$ cat config.mk
export PLATFORM = sky130hd
export DESIGN_NAME = masked_gaussian_path_smoother
export DESIGN_NICKNAME = d
export VERILOG_FILES = /design/src/rtl/mgps_pkg.sv /design/src/rtl/mgps_ram.sv /design/src/rtl/mgps_weight_rom.sv /design/src/rtl/mgps_ctrl.sv /design/src/rtl/mgps_datapath.sv /design/src/rtl/masked_gaussian_path_smoother.sv
export SDC_FILE = /design/constraint.sdc
export NUM_CORES = 2
export LEC_CHECK = 0
export CAP_MARGIN = 20
export CORE_MARGIN = 4
export CORE_UTILIZATION = 45
export CTS_CLUSTER_DIAMETER = 40
export DETAILED_ROUTE_END_ITERATION = 8
export DONT_BUFFER_PORTS = 1
export HOLD_SLACK_MARGIN = 0.08
export PLACE_DENSITY = 0.63
export SLEW_MARGIN = 20
export SYNTH_ARGS = -nofsm -noshare
export SYNTH_HDL_FRONTEND = slang
export SYNTH_HIERARCHICAL = 1
export SYNTH_SLANG_ARGS = --single-unit
$ cat constraint.sdc
create_clock -name clk_i -period 10 [get_ports clk_i]
set_input_delay 2 -clock clk_i [delete_from_list [all_inputs] [get_ports clk_i]]
set_output_delay 2 -clock clk_i [all_outputs]
set_load 0.05 [all_outputs]
$ cat src/rtl/mgps_pkg.sv
`timescale 1ns / 1ps
// ----------------------------------------------------------------------------
// mgps_pkg
// Shared widths, beat types and controller/datapath command types for the
// masked gaussian path smoother.
// ----------------------------------------------------------------------------
package mgps_pkg;

  // fixed field widths
  localparam int COORD_WIDTH = 20;
  localparam int CFG_WIDTH   = 4;

  // parameter defaults
  localparam int MAX_SIGMA_DEF    = 15;
  localparam int WEIGHT_WIDTH_DEF = 16;

  // widths that cover the whole parameter range (max sigma up to 63)
  localparam int IDX_WIDTH  = 7;
  localparam int DIST_WIDTH = 6;

  // input beat
  typedef struct packed {
    logic signed [COORD_WIDTH-1:0] pos_x;
    logic signed [COORD_WIDTH-1:0] pos_y;
    logic                          visible;
    logic                          path_end;
  } in_beat_t;

  // output beat
  typedef struct packed {
    logic signed [COORD_WIDTH-1:0] smooth_x;
    logic signed [COORD_WIDTH-1:0] smooth_y;
    logic                          last_of_path;
  } out_beat_t;

  // controller to datapath
  typedef struct packed {
    logic                  wr;
    logic                  rd_raw;
    logic                  clr;
    logic                  tap_vld;
    logic [IDX_WIDTH-1:0]  idx;
    logic [DIST_WIDTH-1:0] tap_dist;
    logic [DIST_WIDTH-1:0] sig;
    logic                  div_start;
    logic                  load_out;
    logic                  last;
  } cmd_t;

  // datapath to controller
  typedef struct packed {
    logic pipe_busy;
    logic div_busy;
  } status_t;

endpackage

$ cat src/rtl/mgps_ram.sv
`timescale 1ns / 1ps
// ----------------------------------------------------------------------------
// mgps_ram
// Simple dual port RAM, one write and one read port, registered read data.
// ----------------------------------------------------------------------------
module mgps_ram #(
  parameter int WIDTH = 8,
  parameter int DEPTH = 32
) (
  input  logic                     clk_i,
  input  logic                     we_i,
  input  logic [$clog2(DEPTH)-1:0] waddr_i,
  input  logic [WIDTH-1:0]         wdata_i,
  input  logic [$clog2(DEPTH)-1:0] raddr_i,
  output logic [WIDTH-1:0]         rdata_o
);

  logic [WIDTH-1:0] mem_q [DEPTH];
  logic [WIDTH-1:0] rdata_q;

  // write port and registered read
  always_ff @(posedge clk_i) begin
    if (we_i) begin
      mem_q[waddr_i] <= wdata_i;
    end
    rdata_q <= mem_q[raddr_i];
  end

  assign rdata_o = rdata_q;

endmodule

$ cat src/rtl/mgps_weight_rom.sv
`timescale 1ns / 1ps
// ----------------------------------------------------------------------------
// mgps_weight_rom
// Gaussian weight table exp(-d^2/(2 s^2)) in unsigned Q0.WEIGHT_WIDTH,
// built at elaboration from a 12th order Taylor series in Q0.32.
// ----------------------------------------------------------------------------
module mgps_weight_rom #(
  parameter int MAX_SIGMA    = 15,
  parameter int WEIGHT_WIDTH = 16
) (
  input  logic [$clog2(MAX_SIGMA+1)-1:0] sigma_i,
  input  logic [$clog2(MAX_SIGMA+1)-1:0] dist_i,
  output logic [WEIGHT_WIDTH-1:0]        weight_o
);

  localparam logic [63:0] ONE = 64'h1_0000_0000;
  localparam logic [63:0] CAP = (64'd1 << WEIGHT_WIDTH) - 64'd1;
  localparam logic [63:0] RND = 64'd1 << (31 - WEIGHT_WIDTH);

  logic [WEIGHT_WIDTH-1:0] rom [MAX_SIGMA+1][MAX_SIGMA+1];

  // table entries, one per sigma and distance
  for (genvar gs = 0; gs <= MAX_SIGMA; gs++) begin : g_sig
    for (genvar gd = 0; gd <= MAX_SIGMA; gd++) begin : g_dist
      if (gs == 0 || gd > gs) begin : g_unused
        assign rom[gs][gd] = '0;
      end else begin : g_entry
        localparam logic [63:0] X   = (64'(gd * gd) << 31) / 64'(gs * gs);
        localparam logic [63:0] T1  = ((ONE * X) >> 32) / 1;
        localparam logic [63:0] T2  = ((T1 * X) >> 32) / 2;
        localparam logic [63:0] T3  = ((T2 * X) >> 32) / 3;
        localparam logic [63:0] T4  = ((T3 * X) >> 32) / 4;
        localparam logic [63:0] T5  = ((T4 * X) >> 32) / 5;
        localparam logic [63:0] T6  = ((T5 * X) >> 32) / 6;
        localparam logic [63:0] T7  = ((T6 * X) >> 32) / 7;
        localparam logic [63:0] T8  = ((T7 * X) >> 32) / 8;
        localparam logic [63:0] T9  = ((T8 * X) >> 32) / 9;
        localparam logic [63:0] T10 = ((T9 * X) >> 32) / 10;
        localparam logic [63:0] T11 = ((T10 * X) >> 32) / 11;
        localparam logic [63:0] T12 = ((T11 * X) >> 32) / 12;
        localparam logic [63:0] SUM = ONE - T1 + T2 - T3 + T4 - T5 + T6 - T7 + T8
                                      - T9 + T10 - T11 + T12;
        localparam logic [63:0] R   = (SUM + RND) >> (32 - WEIGHT_WIDTH);
        localparam logic [63:0] W   = (R > CAP) ? CAP : R;
        assign rom[gs][gd] = W[WEIGHT_WIDTH-1:0];
      end
    end
  end

  assign weight_o = rom[sigma_i][dist_i];

endmodule

$ cat src/rtl/mgps_ctrl.sv
`timescale 1ns / 1ps
// ----------------------------------------------------------------------------
// mgps_ctrl
// Controller: path bookkeeping, sigma register, emit sequencing over the
// window taps, output valid.
// ----------------------------------------------------------------------------
module mgps_ctrl #(
  parameter int MAX_SIGMA = 15
) (
  input  logic                       clk_i,
  input  logic                       rst_ni,
  input  logic                       in_valid_i,
  output logic                       in_ready_o,
  input  logic                       path_end_i,
  input  logic                       cfg_we_i,
  input  logic [mgps_pkg::CFG_WIDTH-1:0] cfg_data_i,
  output logic                       out_valid_o,
  input  logic                       out_ready_i,
  input  mgps_pkg::status_t          status_i,
  output mgps_pkg::cmd_t             cmd_o
);

  import mgps_pkg::*;

  localparam int DEPTH = 2 * MAX_SIGMA + 2;
  localparam int AW    = $clog2(DEPTH);
  localparam int CNT_W = $clog2(DEPTH + 1);
  localparam int SW    = $clog2(MAX_SIGMA + 1);

  typedef enum logic [2:0] {
    ST_IDLE,
    ST_RAW,
    ST_TAPS,
    ST_DRAIN,
    ST_DIV
  } state_e;

  state_e             state_q;
  logic [CFG_WIDTH-1:0] sigma_q;
  logic [SW-1:0]      psig_q;
  logic [CNT_W-1:0]   seen_q;
  logic [CNT_W-1:0]   cnt_q;
  logic [SW-1:0]      age_q;
  logic [AW-1:0]      b_q;
  logic [AW-1:0]      hi_q;
  logic               flush_q;
  logic               out_valid_q;

  logic [6:0]       sig_ext;
  logic [6:0]       sig_clamp;
  logic [SW-1:0]    s_n;
  logic [CNT_W-1:0] cnt_n;
  logic [CNT_W-1:0] s_ext;
  logic [CNT_W-1:0] top_n;
  logic [CNT_W-1:0] span;
  logic [CNT_W-1:0] hi_n;
  logic [AW-1:0]    age_w;
  logic [AW-1:0]    dist_w;
  logic             out_free;
  logic             load;

  // sigma for a new path, clamped to MAX_SIGMA
  assign sig_ext   = 7'(sigma_q);
  assign sig_clamp = (sig_ext > 7'(MAX_SIGMA)) ? 7'(MAX_SIGMA) : sig_ext;
  assign s_n       = (seen_q == '0) ? sig_clamp[SW-1:0] : psig_q;
  assign s_ext     = CNT_W'(s_n);

  // points in window after this beat
  assign cnt_n = (seen_q == CNT_W'(DEPTH)) ? CNT_W'(DEPTH) : seen_q + 1'b1;
  assign top_n = (s_ext < cnt_n - 1'b1) ? s_ext : cnt_n - 1'b1;

  // last tap of the window, cut at the oldest point of the path
  assign span = CNT_W'(age_q) + CNT_W'(psig_q);
  assign hi_n = (span < cnt_q - 1'b1) ? span : cnt_q - 1'b1;

  // distance of the current tap from the center
  assign age_w  = AW'(age_q);
  assign dist_w = (b_q > age_w) ? b_q - age_w : age_w - b_q;

  assign out_free = !out_valid_q || out_ready_i;
  assign load     = (state_q == ST_DIV) && !status_i.div_busy && out_free;

  // state and bookkeeping registers
  always_ff @(posedge clk_i or negedge rst_ni) begin
    if (!rst_ni) begin
      state_q     <= ST_IDLE;
      sigma_q     <= '0;
      psig_q      <= '0;
      seen_q      <= '0;
      cnt_q       <= '0;
      age_q       <= '0;
      b_q         <= '0;
      hi_q        <= '0;
      flush_q     <= 1'b0;
      out_valid_q <= 1'b0;
    end else begin
      if (cfg_we_i) begin
        sigma_q <= cfg_data_i;
      end
      // output valid, a new load wins over the handshake
      if (load) begin
        out_valid_q <= 1'b1;
      end else if (out_valid_q && out_ready_i) begin
        out_valid_q <= 1'b0;
      end
      unique case (state_q)
        ST_IDLE: begin
          if (in_valid_i) begin
            psig_q <= s_n;
            cnt_q  <= cnt_n;
            seen_q <= path_end_i ? '0 : cnt_n;
            if (path_end_i) begin
              age_q   <= top_n[SW-1:0];
              flush_q <= 1'b1;
              state_q <= ST_RAW;
            end else if (cnt_n > s_ext) begin
              age_q   <= s_n;
              flush_q <= 1'b0;
              state_q <= ST_RAW;
            end
          end
        end
        ST_RAW: begin
          b_q     <= '0;
          hi_q    <= hi_n[AW-1:0];
          state_q <= (psig_q == '0) ? ST_DRAIN : ST_TAPS;
        end
        ST_TAPS: begin
          if (b_q == hi_q) begin
            state_q <= ST_DRAIN;
          end else begin
            b_q <= b_q + 1'b1;
          end
        end
        ST_DRAIN: begin
          if (!status_i.pipe_busy) begin
            state_q <= ST_DIV;
          end
        end
        ST_DIV: begin
          if (load) begin
            if (flush_q && age_q != '0) begin
              age_q   <= age_q - 1'b1;
              state_q <= ST_RAW;
            end else begin
              state_q <= ST_IDLE;
            end
          end
        end
        default: state_q <= ST_IDLE;
      endcase
    end
  end

  // command decode
  always_comb begin
    cmd_o           = '0;
    cmd_o.wr        = (state_q == ST_IDLE) && in_valid_i;
    cmd_o.rd_raw    = (state_q == ST_RAW);
    cmd_o.clr       = (state_q == ST_RAW);
    cmd_o.tap_vld   = (state_q == ST_TAPS);
    cmd_o.idx       = (state_q == ST_RAW) ? IDX_WIDTH'(age_q) : IDX_WIDTH'(b_q);
    cmd_o.tap_dist  = DIST_WIDTH'(dist_w);
    cmd_o.sig       = DIST_WIDTH'(psig_q);
    cmd_o.div_start = (state_q == ST_DRAIN) && !status_i.pipe_busy;
    cmd_o.load_out  = load;
    cmd_o.last      = flush_q && (age_q == '0);
  end

  assign in_ready_o  = (state_q == ST_IDLE);
  assign out_valid_o = out_valid_q;

endmodule

$ cat src/rtl/mgps_datapath.sv
`timescale 1ns / 1ps
// ----------------------------------------------------------------------------
// mgps_datapath
// Window store, weight lookup, multiply-accumulate pipeline, two restoring
// dividers and the output register.
// ----------------------------------------------------------------------------
module mgps_datapath #(
  parameter int MAX_SIGMA    = 15,
  parameter int WEIGHT_WIDTH = 16
) (
  input  logic                clk_i,
  input  logic                rst_ni,
  input  mgps_pkg::in_beat_t  in_data_i,
  input  mgps_pkg::cmd_t      cmd_i,
  output mgps_pkg::status_t   status_o,
  output mgps_pkg::out_beat_t out_data_o
);

  import mgps_pkg::*;

  localparam int CW      = COORD_WIDTH;
  localparam int WW      = WEIGHT_WIDTH;
  localparam int DEPTH   = 2 * MAX_SIGMA + 2;
  localparam int AW      = $clog2(DEPTH);
  localparam int SW      = $clog2(MAX_SIGMA + 1);
  localparam int NORM_W  = WW + AW;
  localparam int PROD_W  = CW + WW + 1;
  localparam int ACC_W   = PROD_W + AW;
  localparam int ENTRY_W = 2 * CW + 1;
  localparam int DCNT_W  = $clog2(CW + 1);

  logic [AW-1:0]      wptr_q;
  logic [AW:0]        slot_sum;
  logic [AW-1:0]      raddr;
  logic [ENTRY_W-1:0] rdata;
  logic [WW-1:0]      weight;

  logic                     raw_pend_q;
  logic signed [CW-1:0]     raw_x_q, raw_y_q;
  logic                     s1_vld_q;
  logic [SW-1:0]            s1_dist_q;
  logic                     s2_vld_q;
  logic [WW-1:0]            s2_w_q;
  logic signed [CW-1:0]     s2_x_q, s2_y_q;
  logic                     s3_vld_q;
  logic [WW-1:0]            s3_w_q;
  logic signed [PROD_W-1:0] px_q, py_q;
  logic signed [ACC_W-1:0]  acc_x_q, acc_y_q;
  logic [NORM_W-1:0]        norm_q;

  logic                 div_busy_q;
  logic [DCNT_W-1:0]    dcnt_q;
  logic [NORM_W-1:0]    rem_x_q, rem_y_q;
  logic [CW-1:0]        quo_x_q, quo_y_q;
  logic                 neg_x_q, neg_y_q;
  logic signed [CW-1:0] res_x_q, res_y_q;
  out_beat_t            out_q;

  logic [ACC_W-1:0]  mag_x, mag_y;
  logic [NORM_W:0]   trial_x, trial_y;
  logic              ge_x, ge_y;
  logic [NORM_W:0]   diff_x, diff_y;
  logic [CW-1:0]     qn_x, qn_y;

  // slot of a point by its age, newest is age zero
  assign slot_sum = (AW+1)'(wptr_q) + (AW+1)'(DEPTH - 1) - (AW+1)'(cmd_i.idx[AW-1:0]);
  assign raddr    = (slot_sum >= (AW+1)'(DEPTH)) ? AW'(slot_sum - (AW+1)'(DEPTH))
                                                 : slot_sum[AW-1:0];

  mgps_ram #(
    .WIDTH(ENTRY_W),
    .DEPTH(DEPTH)
  ) u_store (
    .clk_i  (clk_i),
    .we_i   (cmd_i.wr),
    .waddr_i(wptr_q),
    .wdata_i({in_data_i.visible, in_data_i.pos_y, in_data_i.pos_x}),
    .raddr_i(raddr),
    .rdata_o(rdata)
  );

  mgps_weight_rom #(
    .MAX_SIGMA   (MAX_SIGMA),
    .WEIGHT_WIDTH(WW)
  ) u_rom (
    .sigma_i (cmd_i.sig[SW-1:0]),
    .dist_i  (s1_dist_q),
    .weight_o(weight)
  );

  // write pointer
  always_ff @(posedge clk_i or negedge rst_ni) begin
    if (!rst_ni) begin
      wptr_q <= '0;
    end else if (cmd_i.wr) begin
      wptr_q <= (wptr_q == AW'(DEPTH - 1)) ? '0 : wptr_q + 1'b1;
    end
  end

  // pipeline valids
  always_ff @(posedge clk_i or negedge rst_ni) begin
    if (!rst_ni) begin
      raw_pend_q <= 1'b0;
      s1_vld_q   <= 1'b0;
      s2_vld_q   <= 1'b0;
      s3_vld_q   <= 1'b0;
    end else begin
      raw_pend_q <= cmd_i.rd_raw;
      s1_vld_q   <= cmd_i.tap_vld;
      s2_vld_q   <= s1_vld_q && rdata[ENTRY_W-1];
      s3_vld_q   <= s2_vld_q;
    end
  end

  // raw point, tap data, weight and products
  always_ff @(posedge clk_i) begin
    if (raw_pend_q) begin
      raw_x_q <= rdata[CW-1:0];
      raw_y_q <= rdata[2*CW-1:CW];
    end
    s1_dist_q <= cmd_i.tap_dist[SW-1:0];
    s2_w_q    <= weight;
    s2_x_q    <= rdata[CW-1:0];
    s2_y_q    <= rdata[2*CW-1:CW];
    s3_w_q    <= s2_w_q;
    px_q      <= PROD_W'(s2_x_q) * $signed(PROD_W'({1'b0, s2_w_q}));
    py_q      <= PROD_W'(s2_y_q) * $signed(PROD_W'({1'b0, s2_w_q}));
  end

  // accumulators
  always_ff @(posedge clk_i) begin
    if (cmd_i.clr) begin
      acc_x_q <= '0;
      acc_y_q <= '0;
      norm_q  <= '0;
    end else if (s3_vld_q) begin
      acc_x_q <= acc_x_q + ACC_W'(px_q);
      acc_y_q <= acc_y_q + ACC_W'(py_q);
      norm_q  <= norm_q + NORM_W'(s3_w_q);
    end
  end

  // divider step, one quotient bit per cycle for each axis
  assign mag_x   = acc_x_q[ACC_W-1] ? ACC_W'(-acc_x_q) : ACC_W'(acc_x_q);
  assign mag_y   = acc_y_q[ACC_W-1] ? ACC_W'(-acc_y_q) : ACC_W'(acc_y_q);
  assign trial_x = {rem_x_q, quo_x_q[CW-1]};
  assign trial_y = {rem_y_q, quo_y_q[CW-1]};
  assign ge_x    = trial_x >= {1'b0, norm_q};
  assign ge_y    = trial_y >= {1'b0, norm_q};
  assign diff_x  = ge_x ? trial_x - {1'b0, norm_q} : trial_x;
  assign diff_y  = ge_y ? trial_y - {1'b0, norm_q} : trial_y;
  assign qn_x    = {quo_x_q[CW-2:0], ge_x};
  assign qn_y    = {quo_y_q[CW-2:0], ge_y};

  // divider control
  always_ff @(posedge clk_i or negedge rst_ni) begin
    if (!rst_ni) begin
      div_busy_q <= 1'b0;
      dcnt_q     <= '0;
    end else if (cmd_i.div_start) begin
      div_busy_q <= (norm_q != '0);
      dcnt_q     <= DCNT_W'(CW);
    end else if (div_busy_q) begin
      dcnt_q <= dcnt_q - 1'b1;
      if (dcnt_q == DCNT_W'(1)) begin
        div_busy_q <= 1'b0;
      end
    end
  end

  // divider data and quotients
  always_ff @(posedge clk_i) begin
    if (cmd_i.div_start) begin
      rem_x_q <= mag_x[CW+NORM_W-1:CW];
      rem_y_q <= mag_y[CW+NORM_W-1:CW];
      quo_x_q <= mag_x[CW-1:0];
      quo_y_q <= mag_y[CW-1:0];
      neg_x_q <= acc_x_q[ACC_W-1];
      neg_y_q <= acc_y_q[ACC_W-1];
      if (norm_q == '0) begin
        res_x_q <= raw_x_q;
        res_y_q <= raw_y_q;
      end
    end else if (div_busy_q) begin
      rem_x_q <= diff_x[NORM_W-1:0];
      rem_y_q <= diff_y[NORM_W-1:0];
      quo_x_q <= qn_x;
      quo_y_q <= qn_y;
      if (dcnt_q == DCNT_W'(1)) begin
        res_x_q <= neg_x_q ? CW'(-qn_x) : qn_x;
        res_y_q <= neg_y_q ? CW'(-qn_y) : qn_y;
      end
    end
  end

  // output register
  always_ff @(posedge clk_i) begin
    if (cmd_i.load_out) begin
      out_q.smooth_x     <= res_x_q;
      out_q.smooth_y     <= res_y_q;
      out_q.last_of_path <= cmd_i.last;
    end
  end

  assign status_o.pipe_busy = raw_pend_q || s1_vld_q || s2_vld_q || s3_vld_q;
  assign status_o.div_busy  = div_busy_q;
  assign out_data_o         = out_q;

endmodule

$ cat src/rtl/masked_gaussian_path_smoother.sv
`timescale 1ns / 1ps
// ----------------------------------------------------------------------------
// masked_gaussian_path_smoother
// Gaussian weighted moving average over a stream of 2-D path points, using
// only visible points, window cut at the path ends.
// ----------------------------------------------------------------------------
// latency per result is spent on the raw read, the taps in the window (up to
//   2*sigma+1 of them), the accumulate pipeline drain, the divider steps (one
//   per quotient bit) and the output load; the block takes one beat at a time
//   and accepts the next only when idle; a path end flushes up to sigma+1 results
// the multiply-accumulate loop over the window and the bit-serial dividers set
//   the latency
// reset clears pointers, counters, sigma and valids; the window store is not
//   cleared, only entries written in the current path are read
module masked_gaussian_path_smoother #(
  parameter int MAX_SIGMA    = mgps_pkg::MAX_SIGMA_DEF,
  parameter int WEIGHT_WIDTH = mgps_pkg::WEIGHT_WIDTH_DEF
) (
  input  logic                           clk_i,
  input  logic                           rst_ni,
  input  logic                           in_valid_i,
  output logic                           in_ready_o,
  input  mgps_pkg::in_beat_t             in_data_i,
  output logic                           out_valid_o,
  input  logic                           out_ready_i,
  output mgps_pkg::out_beat_t            out_data_o,
  input  logic                           cfg_we_i,
  input  logic [mgps_pkg::CFG_WIDTH-1:0] cfg_data_i
);

  import mgps_pkg::*;

  cmd_t    cmd;
  status_t status;

  // controller
  mgps_ctrl #(
    .MAX_SIGMA(MAX_SIGMA)
  ) u_ctrl (
    .clk_i      (clk_i),
    .rst_ni     (rst_ni),
    .in_valid_i (in_valid_i),
    .in_ready_o (in_ready_o),
    .path_end_i (in_data_i.path_end),
    .cfg_we_i   (cfg_we_i),
    .cfg_data_i (cfg_data_i),
    .out_valid_o(out_valid_o),
    .out_ready_i(out_ready_i),
    .status_i   (status),
    .cmd_o      (cmd)
  );

  // datapath
  mgps_datapath #(
    .MAX_SIGMA   (MAX_SIGMA),
    .WEIGHT_WIDTH(WEIGHT_WIDTH)
  ) u_dp (
    .clk_i     (clk_i),
    .rst_ni    (rst_ni),
    .in_data_i (in_data_i),
    .cmd_i     (cmd),
    .status_o  (status),
    .out_data_o(out_data_o)
  );

  // no result is loaded while a division is running
  a_load_after_div: assert property (@(posedge clk_i) disable iff (!rst_ni)
    status.div_busy |-> !cmd.load_out)
    else $error("result loaded during division");

  // taps are only issued while no beat can be accepted
  a_tap_not_idle: assert property (@(posedge clk_i) disable iff (!rst_ni)
    cmd.tap_vld |-> !in_ready_o)
    else $error("tap issued while idle");

  // division starts only after the accumulate pipeline has drained
  a_div_after_drain: assert property (@(posedge clk_i) disable iff (!rst_ni)
    cmd.div_start |-> !status.pipe_busy)
    else $error("division started with taps in flight");

  // a loaded result shows as valid in the next cycle
  a_load_valid: assert property (@(posedge clk_i) disable iff (!rst_ni)
    cmd.load_out |=> out_valid_o)
    else $error("loaded result not valid");

endmodule

==> results.tsv <==
stage	metric	value	unit
sta	Hold Fails Final Rpt	0	
sta	Worst Tran Pin Value	1.20	ns
drt	detailed-route wire length per cell	23.3	um
critical_path	Max FO, Critical Path	25	
critical_path	CP Capture Type	flip-flop	
cts	TritonCTS Sinks	1867	
drt	drt via density	5.65	
sta	final worst path period share	0.707	
layout	most frequent cells in the layout	edfxtp_1 (1,517), inv_1 (929), nand2_1 (789)	
sta	fin crit period	7.07	ns
synthesis	Mapped Area	0.106	sq mm
global_route	antenna violations before repair	18	
synthesis	Mapped Nets	9966	
cts	TritonCTS buffer count	300	
global_route	GRT Total Usage	0.231	
layout	share of cells above drive strength 1	0.0791	
floorplan	Initial Util	0.452	
critical_path	Critical Path Start Type	flip-flop	
place	Final GP Congestion	0.916	
drt	Initial DRC Count	5772	
sta	f_max	141	MHz
cts	clock-pin slew on the worst setup and hold paths	0.06	ns
cts	CTS tree	yes	
run	Max Cap Viol	0	
cts	Root Buffer	clkbuf_16	
floorplan	# IOs	94	
place	PortBufs	0	
worst_hold_path	hold path cells	0	
critical_path	r2r worst-path depth	23	
layout	Synth-to-Final Area Change	12.2	%
sta	Clock Skew	0.0912	ns
sta	RSZ-0062 raised after global routing	no	
global_route	grt total ovfl	0	
drt	routed via count	69200	
floorplan	chip width	494	um
worst_hold_path	Hold Path Class	reg -> reg	
drt	Final ANT Viol Nets	0	
drt	# DRC	0	
sta	final setup violation count	0	
sta	max_slew headroom	0.195	
critical_path	critical path class	reg -> reg	
critical_path	Critical Path RT	10.78	ns
floorplan	die area	0.244	sq mm
status	outcome	completed	
sta	Setup TNS	0	ns
cts	clock latency on the worst-skew pair	0.95	ns
synthesis	Syn Inst Count	8878	
global_route	vias in the first global route	70400	
drt	routed wire length	285	mm
floorplan	row count	178	
cts	CTS H-tree depth	5	
cts	maximum root-to-sink buffer count	4	
layout	commonest non-fill, non-tap cell in the layout	edfxtp_1	
layout	NumNets Final	9948	
floorplan	core area	0.235	sq mm
sta	Final Max Slew Viols	0	
floorplan	Die Height	494	um
cts	Setup Fix Bufs, Post-CTS	0	
cts	Resize count post-CTS	0	
global_route	largest net degree at the start of global routing	124	
critical_path	Worst EP arrival	7.86	ns
synthesis	Syn Area/Cell	12.0	sq um
global_route	first-pass GRT wire length	432	mm
synthesis	yosys warns	6	
drt	drt pass-1 iters	5	
place	hpwl dp	179	mm
cts	Post-CTS Hold Fix Bufs	0	
-- sequential cells by signal (all words and copies together) (netlist names), 16 cells and up --
signal / count
u_dp/s3_w_q: 16
u_dp/quo_x_q: 20
u_dp/s2_w_q: 16
u_dp/acc_y_q: 42
u_dp/s2_x_q: 20
u_dp/norm_q: 21
u_dp/u_store/mem_q: 1312
u_dp/quo_y_q: 20
u_dp/s2_y_q: 20
u_dp/py_q: 37
u_dp/acc_x_q: 42
u_dp/res_y_q: 20
u_dp/u_store/rdata_o: 41
u_dp/rem_y_q: 21
u_dp/px_q: 37
u_dp/res_x_q: 20
u_dp/out_data_o: 41
u_dp/raw_x_q: 20
u_dp/rem_x_q: 21
u_dp/raw_y_q: 20
-- cell type report --
| class | instances | area [sq um] |
|---|---|---|
| multi-input cells | 5647 | 48200 |
| repair buffers | 110 | 901 |
| inverters | 934 | 3510 |
| diodes | 5 | 12.5 |
| fillers | 20300 | 116000 |
| well taps | 3150 | 3940 |
| flip-flops and latches | 1867 | 52800 |
| clock inverters | 181 | 1830 |
| clock buffers | 347 | 7980 |
-- final timing paths --
check | start | end | slack [ns]
setup / recovery | u_dp/s2_w_q[9]$_DFF_P_ | u_dp/py_q[35]$_DFF_P_ | 2.93
hold / removal | u_dp/u_store/rdata_o[8]$_DFF_P_ | u_dp/s2_x_q[8]$_DFF_P_ | 0.33
setup reg to reg | u_dp/s2_w_q[9]$_DFF_P_ | u_dp/py_q[35]$_DFF_P_ | 2.93
hold reg to reg | u_dp/u_store/rdata_o[8]$_DFF_P_ | u_dp/s2_x_q[8]$_DFF_P_ | 0.33
max in group asynchronous | rst_ni | u_dp/dcnt_q[0]$_DFFE_PN0P_ | 9.07
min in group asynchronous | rst_ni | u_ctrl/seen_q[2]$_DFFE_PN0P_ | 0.75
-- metrics by stage --
stage | util | hold WS, ns | area (sq um) | std cells | worst slack (ns)
finish | 0.507 | 0.335 | 119000 | 12200 | 2.93
global route | 0.507 | 0.335 | 119000 | 12200 | 2.45
CTS | 0.507 | 0.325 | 119000 | 12200 | 2.81
detailed placement | 0.465 | 0.337 | 109000 | 11700 | 2.83
global placement | 0.465 | 0.336 | 109000 | 11700 | 2.93
floorplan | - | 0.327 | 106000 | 8878 | 3.88
-- routing by layer --
layer  vias to the layer above  GRT usage  share of wire
met3                       614     0.0412          0.072
met5                         -          0       0.000077
met4                         4     0.0727          0.032
met1                     35000      0.310           0.42
li1                      31100          -              -
met2                      2458      0.383           0.48
-- critical path: stages, from the launching register on --
cell and delay [ns]:
dfxtp_1 0.70, buf_4 0.47, nand2_1 0.13, fa_1 0.53, inv_1 0.05, fa_1 0.48
fa_1 0.58, fa_1 0.46, fa_1 0.50, inv_1 0.05, fa_1 0.48, inv_1 0.05
ha_1 0.34, a21oi_1 0.23, o211ai_1 0.10, and2_1 0.18, nor3_1 0.18, o21ai_0 0.14
nand3_1 0.13, o22ai_1 0.12, o21ai_0 0.31, o21ai_0 0.20, a311o_1 0.42, xor2_1 0.15
Power is not shown: default switching activity piles up to over one toggle a cycle in this logic, so the estimate is an artifact.
